File: src/hdl/imt_pkg.sv
// Package for the IRC message tokenizer: field widths, character codes,
// parser phases, token kinds and the result record. No dependencies.
`timescale 1ns / 1ps
package imt_pkg;

	localparam int MAX_MESSAGE_BYTES = 512;
	localparam int POS_W             = $clog2(MAX_MESSAGE_BYTES + 1);
	localparam int START_W           = 9;
	localparam int LEN_W             = 10;
	localparam int ARGNO_W           = 8;
	localparam int DATA_W            = 8;
	localparam int OUT_DATA_W        = 32;

	localparam logic [POS_W-1:0]   MAX_POS    = POS_W'(MAX_MESSAGE_BYTES);
	localparam logic [ARGNO_W-1:0] ARGNO_MAX  = '1;
	localparam logic [DATA_W-1:0]  COLON_CHAR = 8'h3A;
	localparam logic [DATA_W-1:0]  SPACE_CHAR = 8'h20;

	typedef enum logic [2:0] {
		PH_START        = 3'd0,
		PH_PREFIX       = 3'd1,
		PH_AFTER_PREFIX = 3'd2,
		PH_COMMAND      = 3'd3,
		PH_GAP          = 3'd4,
		PH_ARG          = 3'd5,
		PH_TRAILING     = 3'd6
	} phase_t;

	typedef enum logic [2:0] {
		KIND_PREFIX   = 3'd0,
		KIND_COMMAND  = 3'd1,
		KIND_ARG      = 3'd2,
		KIND_TRAILING = 3'd3,
		KIND_END      = 3'd4
	} kind_t;

	typedef struct packed {
		kind_t                kind;
		logic [START_W-1:0]   start;
		logic [LEN_W-1:0]     length;
		logic [ARGNO_W-1:0]   argno;
		logic                 ovf;
		logic                 done;
	} res_t;

endpackage

File: src/hdl/irc_message_tokenizer.sv
// IRC message tokenizer top level: input register, per-byte parser and
// a four-entry result queue. Depends on imt_pkg.
//
// channel  dir  handshake          payload
// s_*      in   tvalid/tready      tdata[7:0] data_byte, tlast final_byte
// m_*      out  tvalid/tready      tdata spans, tuser token_kind, tlast message_done
//
// One byte per cycle unless stalled; a result passes the input register and the queue.
// A byte that yields two results writes both to the queue; they leave one at a time.
// The input register stalls while the result queue holds more than two items.
// arst_n clears the parser state and empties the queue.
`timescale 1ns / 1ps
module irc_message_tokenizer
	import imt_pkg::*;
(
	input  logic                  clk,
	input  logic                  arst_n,
	input  logic                  s_tvalid,
	output logic                  s_tready,
	input  logic [DATA_W-1:0]     s_tdata,   // [7:0] data_byte
	input  logic                  s_tlast,   // final_byte
	output logic                  m_tvalid,
	input  logic                  m_tready,
	output logic [OUT_DATA_W-1:0] m_tdata,   // [8:0] span_start, [18:9] span_length,
	                                         // [26:19] argument_number,
	                                         // [27] length_overflow, [31:28] zero
	output logic [2:0]            m_tuser,   // [2:0] token_kind
	output logic                  m_tlast    // message_done
);

	localparam int QDEPTH = 4;
	localparam int QPTR_W = $clog2(QDEPTH);
	localparam int QCNT_W = $clog2(QDEPTH + 1);

	logic              valid_s1;
	logic [DATA_W-1:0] byte_s1;
	logic              final_s1;

	phase_t             phase_q;
	logic [POS_W-1:0]   pos_q;
	logic [POS_W-1:0]   open_q;
	logic [ARGNO_W-1:0] argc_q;
	logic               ovf_q;

	res_t              queue_q [QDEPTH];
	logic [QPTR_W-1:0] wr_ptr_q;
	logic [QPTR_W-1:0] rd_ptr_q;
	logic [QCNT_W-1:0] cnt_q;

	logic proc;
	logic pop;

	phase_t             phase_d;
	logic [POS_W-1:0]   pos_d;
	logic [POS_W-1:0]   open_d;
	logic [ARGNO_W-1:0] argc_d;
	logic               ovf_d;
	res_t               r0;
	res_t               r1;
	logic [1:0]         n_res;

	function automatic logic [POS_W-1:0] span(logic [POS_W-1:0] e, logic [POS_W-1:0] o);
		return (e > o) ? POS_W'(e - o) : '0;
	endfunction

	function automatic res_t mk(kind_t k, logic [POS_W-1:0] s, logic [POS_W-1:0] l,
			logic [ARGNO_W-1:0] a, logic ov, logic d);
		res_t             r;
		logic [POS_W-1:0] sc;
		logic [POS_W-1:0] lc;
		sc       = (s > POS_W'(MAX_POS - 1'b1)) ? POS_W'(MAX_POS - 1'b1) : s;
		lc       = (l > MAX_POS) ? MAX_POS : l;
		r.kind   = k;
		r.start  = START_W'(sc);
		r.length = LEN_W'(lc);
		r.argno  = a;
		r.ovf    = ov;
		r.done   = d;
		return r;
	endfunction

	assign proc     = valid_s1 && (cnt_q <= QCNT_W'(QDEPTH - 2));
	assign s_tready = !valid_s1 || proc;
	assign pop      = m_tvalid && m_tready;

	always_ff @(posedge clk or negedge arst_n) begin
		if (!arst_n) begin
			valid_s1 <= 1'b0;
		end else if (s_tready) begin
			valid_s1 <= s_tvalid;
		end
	end

	always_ff @(posedge clk) begin
		if (s_tready && s_tvalid) begin
			byte_s1  <= s_tdata;
			final_s1 <= s_tlast;
		end
	end

	always_comb begin
		logic [POS_W-1:0]   off;
		logic [POS_W:0]     sum;
		logic [POS_W-1:0]   endp;
		logic               ovf_now;
		logic [ARGNO_W-1:0] argc_inc;
		logic               is_colon;
		logic               is_space;
		logic [ARGNO_W-1:0] fin_arg;
		kind_t              fin_kind;
		res_t               fin_cmd;
		off      = (pos_q > MAX_POS) ? MAX_POS : pos_q;
		sum      = {1'b0, off} + (POS_W+1)'(1);
		endp     = (sum > {1'b0, MAX_POS}) ? MAX_POS : sum[POS_W-1:0];
		ovf_now  = ovf_q || (pos_q >= MAX_POS);
		is_colon = (byte_s1 == COLON_CHAR);
		is_space = (byte_s1 == SPACE_CHAR);
		phase_d  = phase_q;
		open_d   = open_q;
		argc_d   = argc_q;
		n_res    = 2'd0;
		r0       = mk(KIND_END, '0, '0, '0, ovf_now, 1'b0);
		r1       = r0;
		unique case (phase_q)
			PH_START: begin
				if (is_colon) begin
					open_d  = endp;
					phase_d = PH_PREFIX;
				end else if (is_space) begin
					r0      = mk(KIND_COMMAND, off, '0, '0, ovf_now, 1'b0);
					n_res   = 2'd1;
					phase_d = PH_GAP;
				end else begin
					open_d  = off;
					phase_d = PH_COMMAND;
				end
			end
			PH_PREFIX: begin
				if (is_space) begin
					r0      = mk(KIND_PREFIX, open_q, span(off, open_q), '0, ovf_now, 1'b0);
					n_res   = 2'd1;
					phase_d = PH_AFTER_PREFIX;
				end
			end
			PH_AFTER_PREFIX: begin
				if (!is_space) begin
					open_d  = off;
					phase_d = PH_COMMAND;
				end
			end
			PH_COMMAND: begin
				if (is_space) begin
					r0      = mk(KIND_COMMAND, open_q, span(off, open_q), '0, ovf_now, 1'b0);
					n_res   = 2'd1;
					phase_d = PH_GAP;
				end
			end
			PH_GAP: begin
				if (is_colon) begin
					open_d  = endp;
					phase_d = PH_TRAILING;
				end else if (!is_space) begin
					open_d  = off;
					phase_d = PH_ARG;
				end
			end
			PH_ARG: begin
				if (is_space) begin
					r0      = mk(KIND_ARG, open_q, span(off, open_q), argc_q, ovf_now, 1'b0);
					n_res   = 2'd1;
					argc_d  = (argc_q != ARGNO_MAX) ? ARGNO_W'(argc_q + 1'b1) : argc_q;
					phase_d = PH_GAP;
				end
			end
			PH_TRAILING: begin
			end
			default: begin
			end
		endcase

		argc_inc = (argc_d != ARGNO_MAX) ? ARGNO_W'(argc_d + 1'b1) : argc_d;
		fin_cmd  = mk(KIND_COMMAND, endp, '0, '0, ovf_now, 1'b1);
		fin_kind = (phase_d == PH_COMMAND) ? KIND_COMMAND :
			(phase_d == PH_TRAILING) ? KIND_TRAILING : KIND_ARG;
		fin_arg  = (phase_d == PH_COMMAND) ? '0 : argc_d;

		if (final_s1) begin
			unique case (phase_d) inside
				PH_PREFIX: begin
					r0    = mk(KIND_PREFIX, open_d, span(endp, open_d), '0, ovf_now, 1'b0);
					r1    = fin_cmd;
					n_res = 2'd2;
				end
				PH_AFTER_PREFIX: begin
					if (n_res != 2'd0) begin
						r1    = fin_cmd;
						n_res = 2'd2;
					end else begin
						r0    = fin_cmd;
						n_res = 2'd1;
					end
				end
				PH_COMMAND, PH_ARG, PH_TRAILING: begin
					r0    = mk(fin_kind, open_d, span(endp, open_d), fin_arg, ovf_now, 1'b1);
					n_res = 2'd1;
					if (phase_d != PH_COMMAND) begin
						argc_d = argc_inc;
					end
				end
				default: begin
					if (n_res != 2'd0) begin
						r0.done = 1'b1;
					end else begin
						r0    = mk(KIND_END, '0, '0, '0, ovf_now, 1'b1);
						n_res = 2'd1;
					end
				end
			endcase
			phase_d = PH_START;
			pos_d   = '0;
			open_d  = '0;
			argc_d  = '0;
			ovf_d   = 1'b0;
		end else begin
			pos_d = (pos_q < MAX_POS) ? POS_W'(pos_q + 1'b1) : pos_q;
			ovf_d = ovf_now;
		end
	end

	always_ff @(posedge clk or negedge arst_n) begin
		if (!arst_n) begin
			phase_q <= PH_START;
			pos_q   <= '0;
			open_q  <= '0;
			argc_q  <= '0;
			ovf_q   <= 1'b0;
		end else if (proc) begin
			phase_q <= phase_d;
			pos_q   <= pos_d;
			open_q  <= open_d;
			argc_q  <= argc_d;
			ovf_q   <= ovf_d;
		end
	end

	always_ff @(posedge clk) begin
		if (proc && (n_res != 2'd0)) begin
			queue_q[wr_ptr_q] <= r0;
		end
		if (proc && (n_res == 2'd2)) begin
			queue_q[QPTR_W'(wr_ptr_q + 1'b1)] <= r1;
		end
	end

	always_ff @(posedge clk or negedge arst_n) begin
		if (!arst_n) begin
			wr_ptr_q <= '0;
			rd_ptr_q <= '0;
			cnt_q    <= '0;
		end else begin
			if (proc) begin
				wr_ptr_q <= QPTR_W'(wr_ptr_q + QPTR_W'(n_res));
			end
			if (pop) begin
				rd_ptr_q <= QPTR_W'(rd_ptr_q + 1'b1);
			end
			cnt_q <= QCNT_W'(cnt_q + (proc ? QCNT_W'(n_res) : '0) - (pop ? QCNT_W'(1) : '0));
		end
	end

	assign m_tvalid = (cnt_q != '0);
	assign m_tdata  = {{(OUT_DATA_W - START_W - LEN_W - ARGNO_W - 1){1'b0}},
		queue_q[rd_ptr_q].ovf, queue_q[rd_ptr_q].argno,
		queue_q[rd_ptr_q].length, queue_q[rd_ptr_q].start};
	assign m_tuser  = queue_q[rd_ptr_q].kind;
	assign m_tlast  = queue_q[rd_ptr_q].done;

`ifndef SYNTHESIS
	a_cnt_bound: assert property (@(posedge clk) disable iff (!arst_n)
		cnt_q <= QCNT_W'(QDEPTH))
		else $error("result queue over depth");

	a_final_resets: assert property (@(posedge clk) disable iff (!arst_n)
		(proc && final_s1) |=> (phase_q == PH_START && pos_q == '0 && argc_q == '0))
		else $error("parser state not cleared after final byte");

	a_end_only: assert property (@(posedge clk) disable iff (!arst_n)
		(m_tvalid && m_tuser == KIND_END) |-> (m_tlast && m_tdata[26:0] == '0))
		else $error("end-only result with nonzero fields");
`endif

endmodule

File: config.mk
export PLATFORM = sky130hd
export DESIGN_NAME = irc_message_tokenizer
export DESIGN_NICKNAME = d
export VERILOG_FILES = /design/src/hdl/imt_pkg.sv /design/src/hdl/irc_message_tokenizer.sv
export SDC_FILE = /design/constraint.sdc
export NUM_CORES = 1
export LEC_CHECK = 0
export BUFFER_PORTS_ARGS = -buffer_cell sky130_fd_sc_hd__buf_2
export CAP_MARGIN = 20
export CORE_UTILIZATION = 60
export CTS_CLUSTER_DIAMETER = 60
export DETAILED_ROUTE_END_ITERATION = 10
export PLACE_DENSITY = 0.78
export SETUP_SLACK_MARGIN = 0.4
export SLEW_MARGIN = 20
export SYNTH_ARGS = -nofsm -noshare
export SYNTH_HDL_FRONTEND = slang
export SYNTH_SLANG_ARGS = --single-unit
File: constraint.sdc
create_clock -name clk -period 13 [get_ports clk]
set_clock_uncertainty 0.05 [all_clocks]
set_input_delay 0.65 -clock clk [delete_from_list [all_inputs] [get_ports clk]]
set_output_delay 0.65 -clock clk [all_outputs]
set_load 0.01 [all_outputs]
Word-level counts from Yosys, hierarchy flattened. Memory sizes are Yosys's and may differ from the RTL's. Cells that the tools add are included.

Add/sub/neg operators: 10. Magnitude comparators: 13. Equality and inequality tests: 14. Multiplexer cells: 59. Reductions and logical operators: 18.

Operators by type and width (number): 2-to-1 mux 32 bit (9); case mux 32 bit (4 select lines) (1); 2-to-1 mux 10 bit (11); case mux 32 bit (3 select lines) (1); case mux 32 bit (2 select lines) (1); > comparator 10 x 9 -> 1 bit (second input constant) (4); 2-to-1 mux 8 bit (5); 2-to-1 mux 9 bit (4); 2-to-1 mux 31 bit (1); > comparator 10 bit (second input constant) (3); 2-to-1 mux 3 bit (8); > comparator 10 bit (2); case mux 10 bit (2 select lines) (1); subtractor 10 bit (2); == test 8 x 6 -> 1 bit (second input constant) (2); case mux 3 bit (5 select lines) (1); == test 3 x 2 -> 1 bit (second input constant) (4); == test 3 bit (second input constant) (4); 2-to-1 mux 2 bit (6); adder 10 x 1 -> 11 bit (second input constant) (1); > comparator 11 x 10 -> 1 bit (second input constant) (1); adder 10 x 1 -> 10 bit (second input constant) (1); greater-or-equal comparator 10 bit (second input constant) (1); < comparator 10 bit (second input constant) (1); 21 further kinds (39).

Register bits: 49. Bits in writable memories: 128. Input bits: 13. Output and inout bits: 38. Word-level logic and storage cells: 126. Memories: 1.

Memories: queue_q (depth 4, width 32, rd ports 1, clocked after memory_dff 0, wr ports 2, RTL line irc_message_tokenizer.sv:45) `res_t queue_q [QDEPTH];`.

Logic depth before layout (Yosys ltp). Gate-level depths: netlist (run 1).

Word-level depth: 13. Mapped depth: 25. Mapped depth without buffers: 25.

Least setup slack after synthesis (run 1). No wires, ideal clock.

Path kind: reg2reg. Start point: reg pos_q[0]. End point: mem queue_q[0][14] in the netlist's numbering. Library setup time: 0.080 ns. Arrival time: 5.782 ns. Data required time: 12.870 ns. Setup slack: 7.088 ns. Cell stages (with the launch flop): 25. Buffers on the path: 0. Clock period less this slack: 5.912 ns. Cell sequence: dfrtp_1 > inv_1 > ha_1 > nor4b_1 > a21oi_1 > nor2_1 > ha_1 > nand3_1 > nor4b_1 > ha_1 > nor2b_1 > o221a_2 > o21ai_0 > o41ai_2 > a31o_2 > ha_1 > inv_1 > fa_1 > and3_1 > or3_1 > o221ai_1 > o2111ai_1 > o31ai_1 > nand4_1 > o211ai_1.

RTL lines: from (decl) (RTL line irc_message_tokenizer.sv:40) `logic [POS_W-1:0] pos_q;`; from (signal assigned) (RTL line irc_message_tokenizer.sv:239) `pos_q <= pos_d;`; to (decl) (RTL line irc_message_tokenizer.sv:45).

==> impl_metrics.json, run 1 <==
{
  "postCtsSetupRepairBufs": 0,
  "synth_cells": 1080,
  "ys_types": 88,
  "cts_root_buf": "clkbuf_16",
  "synth_area_leaders": "edfxtp_1 18%, dfxtp_1 15%, dfrtp_1 9.6%",
  "clkSinkCount": 177,
  "routed_wirelength_um": 29000,
  "fin_cells": 1311,
  "dp.cells": 1279,
  "dpl-instance-area_um2": 10600,
  "avgSynthCellArea_um2": 9.62,
  "path_class": "flop to flop",
  "relSlewSlack_pct": 33.8,
  "muxShareOfSynthArea_pct": 7.23,
  "start_util_pct": 62.0,
  "clock_path_buffers": 2,
  "grt_pass1_wl_um": 46300,
  "fp.dieW_um": 134,
  "report.final.slew_viol_count": 0,
  "grt-ovfl-total": 0,
  "ioPinCount": 51,
  "combPwrFrac_pct": 50.3,
  "antenna_found_initial": 0,
  "fin_setup_tns_ns": 0,
  "syn2layout_area_growth_pct": 8.17,
  "fin_area_um2": 11200,
  "fin_nets": 1124,
  "synth-xor-area-share_pct": 1.52,
  "grt_max_degree": 41,
  "nFillCells": 1314,
  "yosys.area.top_type": "edfxtp_1",
  "whs_ns": 0.319,
  "synthFlopType": "dfxtp_1",
  "p_sw_share_pct": 45.6,
  "vias": 9062,
  "cp.arrival_ns": 7.49,
  "drt_iter0_markers": 1063,
  "drt_pass1_iterations": 7,
  "grt_pass1_vias": 8605,
  "finalPower_mw": 2.62,
  "r2r_slack_ns": 5.81,
  "dpl_worst_slack_ns": 6.05,
  "clock_power_share_pct": 19.9,
  "min_period_ns": 7.19,
  "dieArea_um2": 17900,
  "cts_tree": "built",
  "min_path_type": "input pin to asynchronous set/reset pin",
  "finalCritPeriodShare_pct": 55.3,
  "worstPathRequired_ns": 13.31,
  "synth-compound-area-share_pct": 22.8,
  "yosysSeqAreaShare_pct": 41.9,
  "wl_per_cell_um": 22.1,
  "synth-edff-count": 61,
  "cp_max_fo": 9,
  "synth-seq-cells": 177,
  "end_kind": "flop",
  "vias_per_cell": 6.91,
  "cts_hold_buf": 0,
  "chipHeight_um": 134,
  "synth.most_common_cell": "o21ai_0",
  "intPower_mw": 1.43,
  "maxCapViolCount": 0,
  "vdd_ir_drop_max_mv": 0.187,
  "synth-adder-area-share_pct": 4.19,
  "place_congestion": 0.993,
  "clk_latency_ns": 0.44,
  "start_kind": "flop",
  "netlist_area_um2": 10400,
  "drc": 0,
  "ys_async_sr_fraction_pct": 22.6,
  "ys_warn_count": 0,
  "core_area_um2": 16800,
  "finalHoldViolCount": 0,
  "power.switching_mw": 1.20,
  "drt.antenna.violating_nets": 0,
  "rows": 47,
  "numCtsBuffers": 17,
  "dp_hpwl_um": 20300,
  "rsz0062_at_grt": "false",
  "status": "finished clean",
  "grt_use_total_pct": 33.5,
  "cts_resized": 0,
  "max_freq_ghz": 0.139,
  "synthSimpleGateAreaFrac_pct": 17.1,
  "p_seq_share_pct": 29.8,
  "final_layout_size_suffix_gt1_share_pct": 14.1,
  "synth_top_family_by_area": "compound AO/OA/AOI/OAI gates",
  "io_buffers": 46,
  "synth.top_cells.by_count": "108 x o21ai_0, 78 x nand2_1, 76 x dfxtp_1, 63 x nor2_1, 61 x edfxtp_1",
  "tightestPinTransition_ns": 0.993,
  "cts_max_level": 4,
  "powerDensity_nw_per_um2": 233,
  "diodes": 0,
  "setup_viol": 0,
  "leakagePower_nw": 4.24,
  "final_critical_path_setup_slack_ns": 5.81,
  "final_util_pct": 67.1,
  "synth_top_cell_area_share_pct": 17.6,
  "clkSlewWorstSetupHoldPaths_ns": 0.07
}
worst paths after layout:
check / start / end / depth (start not counted)
setup reg to reg: pos_q[0] / queue_q[0][18] / 24
hold reg to reg: queue_q[3][7] / queue_q[3][7] / 2
min in group clk: s_tdata[2] / byte_s1[2] / 1
setup / recovery: pos_q[0] / queue_q[0][18] / 24
hold / removal: arst_n / pos_q[8] / 1
max in group asynchronous: arst_n / rd_ptr_q[0] / 1
power by group through the flow:
stage / Sequential [mW] / Combinational [mW] / Clock, mW
after detailed placement: 0.791 / 1.28 / 0
after global routing: 0.797 / 1.43 / 0.545
final: 0.783 / 1.32 / 0.522
after floorplan: 0.750 / 0.978 / 0
after global placement: 0.785 / 1.26 / 0
after CTS: 0.780 / 1.29 / 0.523
flip-flops by register name, summed over array words and instances, names as in the netlist:
signal	count
pos_q	10
valid_s1	1
final_s1	1
byte_s1	8
argc_q	8
wr_ptr_q	2
ovf_q	1
rd_ptr_q	2
cnt_q	3
phase_q	3
queue_q	128
open_q	10
cells in the final DEF, fill, tap and decap left out, types with 13 or more instances in the layout:
cell	Yosys	final
nor3_1	35	35
dfxtp_1	76	76
buf_2	15	46
inv_1	44	44
edfxtp_1	61	61
dfrtp_1	40	39
a21oi_1	48	47
nor2b_1	14	14
o211ai_1	23	23
nor2_1	63	63
buf_4	4	13
o21ai_0	108	107
o32ai_1	16	16
nand4_1	13	13
mux4_2	32	32
nand2_1	78	78
nand2b_1	14	14
nand3_1	35	35
clkbuf_16	0	17
ha_1	30	30
a22o_1	31	31
o22ai_1	31	31
metal layers:
metal  global-route usage (%)  wire length, µm  up-vias
li1                         -                -     4117
met1                     44.7            11900     4352
met2                     53.2            13500      496
met3                     7.57             2630       97
met4                     13.3             1000        0
met5                        0                0        -
critical path, stage by stage (launching register included):
cell and delay [ns]:
dfrtp_1 0.47, inv_1 0.13, ha_1 0.14, nor4b_1 0.22, a21oi_1 0.23, nor2_1 0.40
ha_1 0.33, nand3_1 0.19, nor4b_1 0.45, ha_1 0.36, nor2b_1 0.14, o221a_2 0.17
o21ai_0 0.09, o41ai_2 0.57, a31o_2 0.30, ha_1 0.17, inv_1 0.05, fa_1 0.41
and3_1 0.22, or3_1 0.40, o221ai_1 0.21, o2111ai_1 0.14, o31ai_1 0.68, nand3_1 0.30
o211ai_1 0.24
cells by family after synthesis:
group | Yosys count
AO/OA/AOI/OAI | 351
adder cells (fa/ha/maj) | 33
flip-flops | 177
AND/OR/NAND/NOR | 337
buffers and inverters | 128
XOR/XNOR | 18
other | 1
multiplexers | 35
final cells by class:
type                    instances  area, µm²  area share [%]
clock buffers                  17        425            3.78
clock inverters                15        181            1.61
inverters                      45        169            1.50
multi-input cells             778       5510            49.0
flip-flops and latches        177       4360            38.7
well taps                     220        275            2.45
repair buffers                 59        328            2.92
Power figures use the tool's default switching activity.
==> run 2: changes to the inputs <==
- clock period: 13 -> 6.64 ns (I/O delays scaled with it)
==> impl_metrics.json, run 2 (synthesis results as in run 1) <==
{
  "core_area_um2": 16800,
  "rows": 47,
  "most-common-layout-cells": "108 x o21ai_0, 78 x nand2_1, 76 x dfxtp_1, 62 x nor2_1, 61 x edfxtp_1",
  "whs_ns": -0.00629,
  "start_util_pct": 62.0,
  "worstPathRequired_ns": 6.96,
  "report.final.slew_viol_count": 0,
  "end_kind": "flop",
  "routed_wirelength_um": 28900,
  "grt_pass1_vias": 8581,
  "critPathCapture": "queue_q[2][14]",
  "fin_area_um2": 11400,
  "vias": 9219,
  "cts_tree": "built",
  "dieArea_um2": 17900,
  "min_path_type": "input pin to asynchronous set/reset pin",
  "rr_startpoint": "pos_q[1]",
  "final_layout_size_suffix_gt1_share_pct": 16.1,
  "max_freq_ghz": 0.173,
  "critPathLaunch": "pos_q[1]",
  "ioPinCount": 51,
  "rr_worst_depth": 27,
  "fin_nets": 1137,
  "grt_pass1_wl_um": 45200,
  "start_kind": "flop",
  "powerDensity_nw_per_um2": 455,
  "fp.dieW_um": 134,
  "rsz0062_at_grt": "false",
  "clkSinkCount": 177,
  "clk_latency_ns": 0.45,
  "cp_max_fo": 7,
  "multiInputGateArea_um2": 5580,
  "r2r_end": "queue_q[2][14]",
  "nFillCells": 1280,
  "min_period_ns": 5.77,
  "top_register": "queue_q",
  "drt_pass1_iterations": 6,
  "vdd_ir_drop_max_mv": 0.393,
  "syn2layout_area_growth_pct": 9.91,
  "grt_use_total_pct": 32.7,
  "cp.arrival_ns": 6.09,
  "regArea_um2": 4360,
  "numCtsBuffers": 17,
  "leakagePower_nw": 4.32,
  "final_common_cell": "o21ai_0",
  "chipHeight_um": 134,
  "relSlewSlack_pct": 35.4,
  "violations": "negative hold slack",
  "status": "finished with violations",
  "io_buffers": 46,
  "dpl-instance-area_um2": 10700,
  "antenna_found_initial": 0,
  "finalCritPeriodShare_pct": 86.9,
  "drt.antenna.violating_nets": 0,
  "cp_common_cell": "ha_1",
  "grt-ovfl-total": 0,
  "place_congestion": 1.05,
  "cts_max_level": 4,
  "dp_hpwl_um": 19600,
  "clkSlewWorstSetupHoldPaths_ns": 0.07,
  "cpMaxStageDelayCell": "dfrtp_2",
  "setup_viol": 0,
  "finalHoldViolCount": 20,
  "cts_hold_buf": 0,
  "r2r_slack_ns": 0.87,
  "drt_iter0_markers": 1306,
  "slowest_delay_ns": 0.46,
  "drc": 0,
  "vias_per_cell": 6.96,
  "diodes": 0,
  "largest_reg_flops": 128,
  "clock_path_buffers": 2,
  "tightestPinTransition_ns": 0.969,
  "reg.largest.list": "queue_q x128, open_q x10, pos_q x10",
  "fin_setup_tns_ns": 0,
  "path_class": "flop to flop",
  "cts_root_buf": "clkbuf_16",
  "grt_max_degree": 41,
  "maxCapViolCount": 0,
  "wl_per_cell_um": 21.8
}
[run 2: final cells by class]
cell class | count | share of cell area, %
multi-input cells | 778 | 48.8
flip-flops and latches | 177 | 38.1
inverters | 45 | 1.48
repair buffers | 72 | 3.72
well taps | 220 | 2.41
clock buffers | 18 | 3.94
clock inverters | 14 | 1.48
[run 2: how the worst min path moves through the flow]
stage | to | slack (ns) | from | depth (start not counted)
2_1_floorplan | argc_q[0] | -0.01 | arst_n | 0
3_3_place_gp | queue_q[1][30] | 0.38 | queue_q[1][30] | 1
3_5_place_dp | queue_q[3][7] | 0.39 | queue_q[3][7] | 2
4_1_cts | byte_s1[2] | 0.007 | s_tdata[2] | 1
5_1_grt | byte_s1[6] | 0.0006 | s_tdata[6] | 1
6_report | pos_q[8] | -0.006 | arst_n | 1
[run 2: power breakdown]
part           switching (mW)  leakage (nW)  internal [mW]
clock network           0.504         0.303          0.530
logic                    1.67          2.31          0.959
registers               0.171          1.70           1.36
total                    2.35          4.32           2.85
[run 2: metal layers]
| layer | wire length (µm) | GRT usage [%] | part of all wire (%) | up-vias |
|---|---|---|---|---|
| li1 | - | - | - | 4131 |
| met1 | 11900 | 43.4 | 41 | 4448 |
| met2 | 13600 | 52.7 | 47 | 534 |
| met3 | 2510 | 7.15 | 8.7 | 106 |
| met4 | 814 | 12.1 | 2.8 | 0 |
| met5 | 0 | 0 | 0 | - |
[run 2: repair_timing]
| item | 4_1_cts | 5_1_grt |
|---|---|---|
| pin swaps | 1 | 5 |
| resized for setup | 3 | 11 |
| endpoints found under the setup margin | 37 | 40 |
| endpoints found under the hold margin | 0 | 0 |
| gates cloned | 0 | 0 |
| buffers inserted | 2 | 3 |
[run 2: critical path, delay by kind of cell (launching register included)]
family                   cells  cell delay [ns]
flip-flops                   1             0.46
adder cells (fa/ha/maj)      5             1.20
buffers and inverters        5             0.65
AND/OR/NAND/NOR              8             1.71
AO/OA/AOI/OAI                9             1.63
[run 2: through the flow]
step / hold slack (ns) / setup WS (ns) / std cells / power [mW] / utilization [%]
floorplan: -0.0136 / 0.728 / 1083 / 3.38 / -
global placement: 0.378 / 0.537 / 1287 / 4.00 / 63.8
detailed placement: 0.393 / 0.247 / 1287 / 4.07 / 63.8
CTS: 0.00746 / 0.425 / 1321 / 5.10 / 67.7
global route: 0.000594 / 0.432 / 1324 / 5.45 / 68.2
finish: -0.00629 / 0.869 / 1324 / 5.20 / 68.2
